<file path="config.mk">
export PLATFORM = sky130hd
export DESIGN_NAME = shared_open_table_admission_top
export DESIGN_NICKNAME = d
export VERILOG_FILES = /design/src/hw/rtl/sota_pkg.sv /design/src/hw/rtl/shared_open_table_admission_top.sv /design/src/hw/rtl/sota_ram.sv /design/src/hw/rtl/sota_ctrl.sv
export SDC_FILE = /design/constraint.sdc
export NUM_CORES = 1
export LEC_CHECK = 0
export ABC_AREA = 1
export BUFFER_PORTS_ARGS = -buffer_cell sky130_fd_sc_hd__buf_2
export CORE_MARGIN = 2
export CORE_UTILIZATION = 40
export DETAILED_ROUTE_END_ITERATION = 16
export GPL_ROUTABILITY_DRIVEN = 0
export PLACE_DENSITY = 0.67
export SYNTH_ARGS = -nofsm -noshare
export SYNTH_HDL_FRONTEND = slang
export SYNTH_SLANG_ARGS = --single-unit
export TNS_END_PERCENT = 5
</file>
<file path="constraint.sdc">
create_clock -name clock -period 6.2 [get_ports clock]
set_clock_uncertainty 0.1 [all_clocks]
set_input_delay 0 -clock clock [delete_from_list [all_inputs] [get_ports clock]]
set_output_delay 0 -clock clock [all_outputs]
set_load 0.05 [all_outputs]
</file>
<file path="src/hw/rtl/sota_pkg.sv">
// Shared types, constants and handle helpers for the open table admission block.
`default_nettype none
package sota_pkg;

   localparam int SLOTS = 8;
   localparam int IDX_W = (SLOTS > 1) ? $clog2(SLOTS) : 1;
   localparam int CNT_W = $clog2(SLOTS + 1);
   localparam int KEY_W = 32;
   localparam int HANDLE_W = 8;
   localparam logic [31:0] HANDLE_STEP = 32'd10;

   typedef enum logic [0:0] {
      OP_OPEN  = 1'b0,
      OP_CLOSE = 1'b1
   } opcode_type;

   typedef enum logic [2:0] {
      ST_OK             = 3'd0,
      ST_NOT_ACCESSIBLE = 3'd1,
      ST_REFUSED        = 3'd2,
      ST_INVALID_MODE   = 3'd3,
      ST_FULL           = 3'd4,
      ST_BAD_HANDLE     = 3'd5
   } status_type;

   // connection modes
   localparam logic [1:0] MODE_UNRESTRICTED = 2'd0;
   localparam logic [1:0] MODE_EXCLUSIVE    = 2'd1;
   localparam logic [1:0] MODE_TRANSACTION  = 2'd2;
   localparam logic [1:0] MODE_INVALID      = 2'd3;

   // open flags; 3 is stored as given
   localparam logic [1:0] FLAG_RDONLY = 2'd0;
   localparam logic [1:0] FLAG_WRONLY = 2'd1;
   localparam logic [1:0] FLAG_RDWR   = 2'd2;

   typedef enum logic [1:0] {
      S_IDLE,
      S_SCAN,
      S_FIN
   } state_type;

   typedef struct packed {
      logic [KEY_W-1:0] key;
      logic [1:0]       mode;
      logic [1:0]       flags;
   } entry_type;

   typedef struct packed {
      logic             rd_en;
      logic [IDX_W-1:0] rd_addr;
      logic             wr_en;
      logic [IDX_W-1:0] wr_addr;
      entry_type        wr_data;
   } mem_req_type;

   typedef struct packed {
      status_type           status;
      logic [HANDLE_W-1:0]  handle;
   } result_type;

   // -10*(slot+1) as a 32-bit pattern
   function automatic logic [31:0] slot_handle(input logic [IDX_W-1:0] idx);
      logic [31:0] n;
      n = 32'(idx) + 32'd1;
      return 32'd0 - (n * HANDLE_STEP);
   endfunction

   function automatic logic [HANDLE_W-1:0] slot_handle_field(input logic [IDX_W-1:0] idx);
      logic [31:0] h;
      h = slot_handle(idx);
      return h[HANDLE_W-1:0];
   endfunction

endpackage
`default_nettype wire

</file>
<file path="src/hw/rtl/shared_open_table_admission_top.sv">
// Top level of the shared open table admission block: ports, table store and result register.
`default_nettype none
// Open-file table with sharing-mode admission. Each request beat is one open or
// close; each gives exactly one response beat (status, handle). The entries sit
// in a single-port-read synchronous RAM with a valid bit per slot in flops, so
// reset empties the table at once. An open or close walks the RAM one slot per
// cycle, set by the one read per cycle on the entry RAM; the block takes no new
// request until it is back in idle. After the reads come the compare of the last
// slot, the wind-down of the walk, a completion state and the idle state in which
// the next request is taken. An open refused as not accessible or as invalid mode
// skips the walk and goes straight to completion. The response sits in an output
// register; a new request is taken while it waits, and the block only holds its
// completion until that register frees up.
// Handles are -10*(slot+1) in 8 bits; close of any handle that names no valid
// slot (including 0) returns bad handle and changes nothing.
module shared_open_table_admission_top
   import sota_pkg::*;
(
   input  wire logic             clock,
   input  wire logic             reset,
   // request channel
   input  wire logic             req_valid,
   output logic                  req_stall,
   input  wire logic             req_opcode,
   input  wire logic [KEY_W-1:0] req_path_key,
   input  wire logic [1:0]       req_conn_mode,
   input  wire logic [1:0]       req_open_flags,
   input  wire logic             req_file_accessible,
   input  wire logic signed [31:0] req_close_handle,
   // response channel
   output logic                  rsp_valid,
   input  wire logic             rsp_stall,
   output logic [2:0]            rsp_status,
   output logic signed [HANDLE_W-1:0] rsp_handle
);

   mem_req_type mem_req;
   entry_type   rd_data;
   result_type  result;
   logic        push;
   logic        busy;
   logic        out_free;

   logic                rsp_valid_ff;
   logic [2:0]          rsp_status_ff;
   logic [HANDLE_W-1:0] rsp_handle_ff;

   // output register can take a new beat when empty or draining this cycle
   assign out_free = !rsp_valid_ff || !rsp_stall;

   sota_ctrl u_ctrl (
      .clock               (clock),
      .reset               (reset),
      .req_valid           (req_valid),
      .req_opcode          (req_opcode),
      .req_path_key        (req_path_key),
      .req_conn_mode       (req_conn_mode),
      .req_open_flags      (req_open_flags),
      .req_file_accessible (req_file_accessible),
      .req_close_handle    (req_close_handle),
      .req_busy            (busy),
      .out_free            (out_free),
      .push                (push),
      .result              (result),
      .mem_req             (mem_req),
      .rd_data             (rd_data)
   );

   sota_ram u_ram (
      .clock   (clock),
      .mem_req (mem_req),
      .rd_data (rd_data)
   );

   // response register
   always_ff @(posedge clock) begin
      if (reset) begin
         rsp_valid_ff <= 1'b0;
      end else if (push) begin
         rsp_valid_ff <= 1'b1;
      end else if (!rsp_stall) begin
         rsp_valid_ff <= 1'b0;
      end
   end

   always_ff @(posedge clock) begin
      if (push) begin
         rsp_status_ff <= result.status;
         rsp_handle_ff <= result.handle;
      end
   end

   assign req_stall  = busy;
   assign rsp_valid  = rsp_valid_ff;
   assign rsp_status = rsp_status_ff;
   assign rsp_handle = rsp_handle_ff;

endmodule
`default_nettype wire

</file>
<file path="src/hw/rtl/sota_ram.sv">
// Entry store: key, mode and flags per slot, one write and one registered read port.
`default_nettype none
module sota_ram
   import sota_pkg::*;
(
   input  wire logic        clock,
   input  wire mem_req_type mem_req,
   output entry_type        rd_data
);

   entry_type mem [SLOTS];
   entry_type rd_data_ff;

   always_ff @(posedge clock) begin
      if (mem_req.wr_en) begin
         mem[mem_req.wr_addr] <= mem_req.wr_data;
      end
      if (mem_req.rd_en) begin
         rd_data_ff <= mem[mem_req.rd_addr];
      end
   end

   assign rd_data = rd_data_ff;

endmodule
`default_nettype wire

</file>
<file path="src/hw/rtl/sota_ctrl.sv">
// Scan sequencer: valid bits, policy/reuse/free search and table update.
`default_nettype none
module sota_ctrl
   import sota_pkg::*;
(
   input  wire logic             clock,
   input  wire logic             reset,
   input  wire logic             req_valid,
   input  wire logic             req_opcode,
   input  wire logic [KEY_W-1:0] req_path_key,
   input  wire logic [1:0]       req_conn_mode,
   input  wire logic [1:0]       req_open_flags,
   input  wire logic             req_file_accessible,
   input  wire logic [31:0]      req_close_handle,
   output logic                  req_busy,
   input  wire logic             out_free,
   output logic                  push,
   output result_type            result,
   output mem_req_type           mem_req,
   input  wire entry_type        rd_data
);

   state_type state_ff, state_in;

   // latched request
   opcode_type       op_ff;
   logic [KEY_W-1:0] key_ff;
   logic [1:0]       mode_ff;
   logic [1:0]       flags_ff;
   logic             acc_ff;
   logic [31:0]      hreq_ff;

   logic [SLOTS-1:0] valid_ff;
   logic [CNT_W-1:0] rd_cnt_ff;
   logic             cmp_vld_ff;
   logic [IDX_W-1:0] cmp_idx_ff;
   logic             refuse_ff;
   logic             hit_ff;
   logic [IDX_W-1:0] hit_idx_ff;
   logic             free_ff;
   logic [IDX_W-1:0] free_idx_ff;

   logic take;
   logic ent_valid;
   logic key_eq;
   logic set_valid;
   logic clr_valid;

   assign take      = req_valid && (state_ff == S_IDLE);
   assign req_busy  = (state_ff != S_IDLE);
   assign ent_valid = valid_ff[cmp_idx_ff];
   assign key_eq    = (rd_data.key == key_ff);

   // next state
   always_comb begin
      state_in = state_ff;
      unique case (state_ff)
         S_IDLE: begin
            if (take) begin
               if (opcode_type'(req_opcode) == OP_OPEN &&
                   (!req_file_accessible || req_conn_mode == MODE_INVALID)) begin
                  state_in = S_FIN;
               end else begin
                  state_in = S_SCAN;
               end
            end
         end
         S_SCAN: begin
            if (rd_cnt_ff == CNT_W'(SLOTS) && !cmp_vld_ff) begin
               state_in = S_FIN;
            end
         end
         S_FIN: begin
            if (out_free) begin
               state_in = S_IDLE;
            end
         end
         default: state_in = S_IDLE;
      endcase
   end

   // outputs
   always_comb begin
      mem_req         = '0;
      mem_req.rd_en   = (state_ff == S_SCAN) && (rd_cnt_ff < CNT_W'(SLOTS));
      mem_req.rd_addr = rd_cnt_ff[IDX_W-1:0];
      push            = (state_ff == S_FIN) && out_free;
      set_valid       = 1'b0;
      clr_valid       = 1'b0;
      result.status   = ST_OK;
      result.handle   = '0;
      if (op_ff == OP_CLOSE) begin
         if (hit_ff) begin
            result.handle   = hreq_ff[HANDLE_W-1:0];
            mem_req.wr_addr = hit_idx_ff;
            clr_valid       = 1'b1;
         end else begin
            result.status = ST_BAD_HANDLE;
         end
      end else if (!acc_ff) begin
         result.status = ST_NOT_ACCESSIBLE;
      end else if (mode_ff == MODE_INVALID) begin
         result.status = ST_INVALID_MODE;
      end else if (refuse_ff) begin
         result.status = ST_REFUSED;
      end else if (hit_ff) begin
         result.handle = slot_handle_field(hit_idx_ff);
      end else if (free_ff) begin
         result.handle         = slot_handle_field(free_idx_ff);
         mem_req.wr_addr       = free_idx_ff;
         mem_req.wr_data.key   = key_ff;
         mem_req.wr_data.mode  = mode_ff;
         mem_req.wr_data.flags = flags_ff;
         set_valid             = 1'b1;
      end else begin
         result.status = ST_FULL;
      end
      mem_req.wr_en = push && (set_valid || clr_valid);
   end

   // control state
   always_ff @(posedge clock) begin
      if (reset) begin
         state_ff   <= S_IDLE;
         valid_ff   <= '0;
         cmp_vld_ff <= 1'b0;
      end else begin
         state_ff   <= state_in;
         cmp_vld_ff <= mem_req.rd_en;
         if (push && set_valid) begin
            valid_ff[mem_req.wr_addr] <= 1'b1;
         end
         if (push && clr_valid) begin
            valid_ff[mem_req.wr_addr] <= 1'b0;
         end
      end
   end

   // request latch and scan bookkeeping
   always_ff @(posedge clock) begin
      if (take) begin
         op_ff       <= opcode_type'(req_opcode);
         key_ff      <= req_path_key;
         mode_ff     <= req_conn_mode;
         flags_ff    <= req_open_flags;
         acc_ff      <= req_file_accessible;
         hreq_ff     <= req_close_handle;
         rd_cnt_ff   <= '0;
         refuse_ff   <= 1'b0;
         hit_ff      <= 1'b0;
         free_ff     <= 1'b0;
         hit_idx_ff  <= '0;
         free_idx_ff <= '0;
      end else begin
         if (mem_req.rd_en) begin
            rd_cnt_ff <= rd_cnt_ff + CNT_W'(1);
         end
         if (cmp_vld_ff) begin
            if (op_ff == OP_CLOSE) begin
               if (ent_valid && !hit_ff && slot_handle(cmp_idx_ff) == hreq_ff) begin
                  hit_ff     <= 1'b1;
                  hit_idx_ff <= cmp_idx_ff;
               end
            end else begin
               if (ent_valid && key_eq) begin
                  if (mode_ff == MODE_TRANSACTION) begin
                     refuse_ff <= 1'b1;
                  end
                  if (mode_ff == MODE_EXCLUSIVE &&
                      (rd_data.flags == FLAG_WRONLY || rd_data.flags == FLAG_RDWR)) begin
                     refuse_ff <= 1'b1;
                  end
               end
               if (ent_valid && key_eq && !hit_ff && rd_data.mode == mode_ff &&
                   rd_data.flags == flags_ff) begin
                  hit_ff     <= 1'b1;
                  hit_idx_ff <= cmp_idx_ff;
               end
               if (!ent_valid && !free_ff) begin
                  free_ff     <= 1'b1;
                  free_idx_ff <= cmp_idx_ff;
               end
            end
         end
      end
      cmp_idx_ff <= mem_req.rd_addr;
   end

`ifndef SYNTHESIS
   a_rd_in_range: assert property (@(posedge clock) disable iff (reset)
      mem_req.rd_en |-> (rd_cnt_ff < CNT_W'(SLOTS)))
      else $error("table read beyond last slot");

   a_fail_zero_handle: assert property (@(posedge clock) disable iff (reset)
      (push && result.status != ST_OK) |-> (result.handle == '0))
      else $error("refused beat carries a handle");

   a_write_on_push: assert property (@(posedge clock) disable iff (reset)
      mem_req.wr_en |-> (push && state_ff == S_FIN))
      else $error("table written outside completion");

   a_close_frees: assert property (@(posedge clock) disable iff (reset)
      (push && op_ff == OP_CLOSE && hit_ff) |=> !valid_ff[$past(hit_idx_ff)])
      else $error("closed slot still valid");

   a_grant_fills: assert property (@(posedge clock) disable iff (reset)
      (push && set_valid) |=> valid_ff[$past(free_idx_ff)])
      else $error("allocated slot not marked valid");
`endif

endmodule
`default_nettype wire

</file>
==> results.ini <==
[outcome]
outcome = complete, no violations

[finish]
drive_above_1_share_pct = 11.43
seqCellArea_um2 = 12730
final_cell_mix = 405 x edfxtp_1, 359 x nor2_1, 166 x o21ai_0
diodes = 0
final_common_cell = edfxtp_1
multi_input_area_um2 = 4489
nets = 1784
n_fill_cell = 3922
area_growth_pct = 18.40
finish.utilization_pct = 47.88

[synthesis]
synth.net_count = 1627
avgSynthCellArea_um2 = 11.63
ys_types = 39
yosys_warnings = 0
yosys-top-cells-area = edfxtp_1 68%, nor2_1 7.6%, o21ai_0 4.7%, dfxtp_1 3.1%, nand2_1 3.1%
ys.flop_type = edfxtp_1
synth-seq-cells = 433
synth_top_area_share_pct = 68.16
synth_edf_count = 405
async_flop_share_pct = 0
netlist_instances = 1534
synth.yosys.seq_area_share_pct = 71.30
syn_area_um2 = 17840
synth.largest_area_cell = edfxtp_1

[sta]
rsz0062_at_grt = false
worst_pin_slew_ns = 1.104
drv_slew = 0
slew_headroom_pct = 26.22
setup_viol = 0
timing.hold.ws_ns = 0.03148
hold_violations = 0
period_share_pct = 62.51
fmax_mhz = 258.0
finalSetupTns_ns = 0
fin_crit_ns = 3.876

[clock_tree]
clkSinkCount = 433
cts_buffers = 44
insertion_delay_ns = 0.58
clk_pin_slew_ns = 0.06
cts_tree = yes
cts_root_buffer = clkbuf_16
h-tree-depth = 2
cts_resized = 0
clk_path_buf_depth = 3

[detailed_routing]
drc = 0
dr_wl_met2_mm = 19.19
vias_per_cell = 5.115
top_layer = met4
wl_mm = 41.05
wl_per_cell_um = 17.72
via_count = 11850
wl_met1_mm = 17.84
drtIter0Drc = 1099
dr.pass1.iters = 6
postRouteAntennaNets = 0
wl_met3_mm = 3.017

[place]
dpl.hpwl_mm = 23.43
port_buffers = 86

[critical_path]
r2r_end = u_ram.mem[7][8]
path_class = flip-flop to flip-flop
arrival_ns = 4.03
cp.required_ns = 6.36
worstReg2RegStart = u_ctrl.state_ff[1]
cpPeakStageDelay_ns = 0.99
regToRegSetupSlack_ns = 2.32
worstRegToRegCells = 7
cpMaxStageDelayCell = a21oi_4
cp_max_fo = 25
end_kind = flip-flop
crit_chain = nand2_1, nor2_1, inv_1, nor2_1, inv_1, a21oi_4, buf_4
crit_path_start_kind = flip-flop

[global_route]
grt_pass1_vias = 11790
grt_pass1_wl_mm = 63.73
antenna_found_initial = 0
grt_start_max_net_pins = 92
grt_overflow = 0
grt_usage_pct = 17.51

[floorplanning]
dieArea_um2 = 46310
core_area_um2 = 44120
rows = 77
start_util_pct = 40.44
die_x_um = 215.2
io_pins = 87
die_height_um = 215.2

[pwr]
peakVddDrop_v = 0.0002474
powerDensity_nw_per_um2 = 377.0
p_leak_nw = 7.872
design_power_total_mw = 7.963

[worst_hold_path]
min-delay-start = req_path_key[6]
min_to = u_ctrl.key_ff[6]
hold_path_class = primary input to flip-flop
whs_path_depth = 2

[flow_run]
maxCapViolations = 0

-- through the flow --
| stage | std cells | setup WS, ns | cell area (um^2) |
|---|---|---|---|
| global route | 2316 | 1.930 | 21130 |
| CTS | 2316 | 2.266 | 21130 |
| global placement | 2162 | 2.390 | 18970 |
| floorplan | 1534 | 1.295 | 17840 |
| finish | 2316 | 2.324 | 21130 |
| detailed placement | 2162 | 2.272 | 18970 |
-- worst max-delay path: cells and delay by family, from the launching register on --
| family | cells | cell delay [ns] |
|---|---|---|
| flip-flops | 1 | 0.39 |
| AO/OA/AOI/OAI | 1 | 0.99 |
| buffers and inverters | 3 | 0.96 |
| AND/OR/NAND/NOR | 3 | 1.11 |
-- state kept, by name (all words and copies together) (netlist names), 2 cells and up --
register and flops:
rsp_handle 8, u_ram.rd_data 36, rsp_status 3, u_ctrl.flags_ff 2, u_ctrl.state_ff 2, u_ctrl.free_idx_ff 3, u_ctrl.rd_cnt_ff 4, u_ctrl.hit_idx_ff 3
u_ctrl.key_ff 32, u_ctrl.cmp_idx_ff 3, u_ctrl.valid_ff 8, u_ctrl.mode_ff 2, u_ctrl.hreq_ff 32, u_ram.mem 288
-- worst max path at each step --
stage | to | slack (ns) | from
floorplan | u_ctrl.rd_cnt_ff[1] | 1.29 | u_ctrl.state_ff[1]
global placement | u_ram.mem[7][21] | 2.39 | u_ctrl.state_ff[1]
detailed placement | u_ram.mem[7][19] | 2.27 | u_ctrl.state_ff[1]
CTS | u_ram.mem[7][24] | 2.27 | u_ctrl.state_ff[1]
global route | u_ctrl.hit_idx_ff[2] | 1.93 | u_ctrl.cmp_idx_ff[0]
finish | u_ram.mem[7][8] | 2.32 | u_ctrl.state_ff[1]
-- power breakdown --
group | total (mW) | switching (mW) | internal [mW]
registers | 3.72 | 0.223 | 3.49
clock network | 2.57 | 1.11 | 1.46
logic | 1.68 | 1.12 | 0.556
-- cell type report --
| class | instances | share of cell area [%] |
|---|---|---|
| Clock buffer | 55 | 5.455 |
| Inverter | 123 | 2.191 |
| Timing Repair Buffer | 177 | 6.160 |
| Tap cell | 592 | 3.506 |
| Sequential cell | 433 | 60.25 |
| Multi-Input combinational cell | 912 | 21.25 |
| Clock inverter | 24 | 1.190 |
-- cells in the mapped netlist, types with 2 or more instances --
master / number
edfxtp_1: 405
nor2_1: 361
o21ai_0: 166
nand2_1: 147
inv_1: 119
clkbuf_1: 53
o22ai_1: 41
a31oi_1: 36
nand3_1: 33
dfxtp_1: 28
a21oi_1: 27
xnor2_1: 24
ha_1: 18
nand4_1: 14
buf_2: 8
nor3_1: 7
o21ai_1: 6
or2_2: 6
xor2_1: 5
buf_1: 4
inv_2: 3
nand2_2: 3
nor2_4: 2
o22ai_2: 2
o31ai_1: 2
-- layer usage --
| metal | global-route usage [%] | vias up |
|---|---|---|
| met1 | 23.55 | 5697 |
| met3 | 3.071 | 73 |
| met4 | 5.195 | 0 |
| met5 | 0 | - |
| li1 | - | 5668 |
| met2 | 29.15 | 408 |
-- logic make-up after synthesis --
family / synth area share [%]
buffers and inverters: 4.074
and+or+nand+nor: 12.87
adders and majority gates: 1.375
DFF: 71.30
AOI/OAI and AO/OA: 8.955
xor gates and xnor gates: 1.424
-- repair_timing --
item,4_1_cts,5_1_grt
endpoints found under the setup margin,0,0
buffers inserted,0,0
hold buffers,75,0
hold endpoints to repair,92,0
Note: power is estimated with default switching activity, not from simulation.
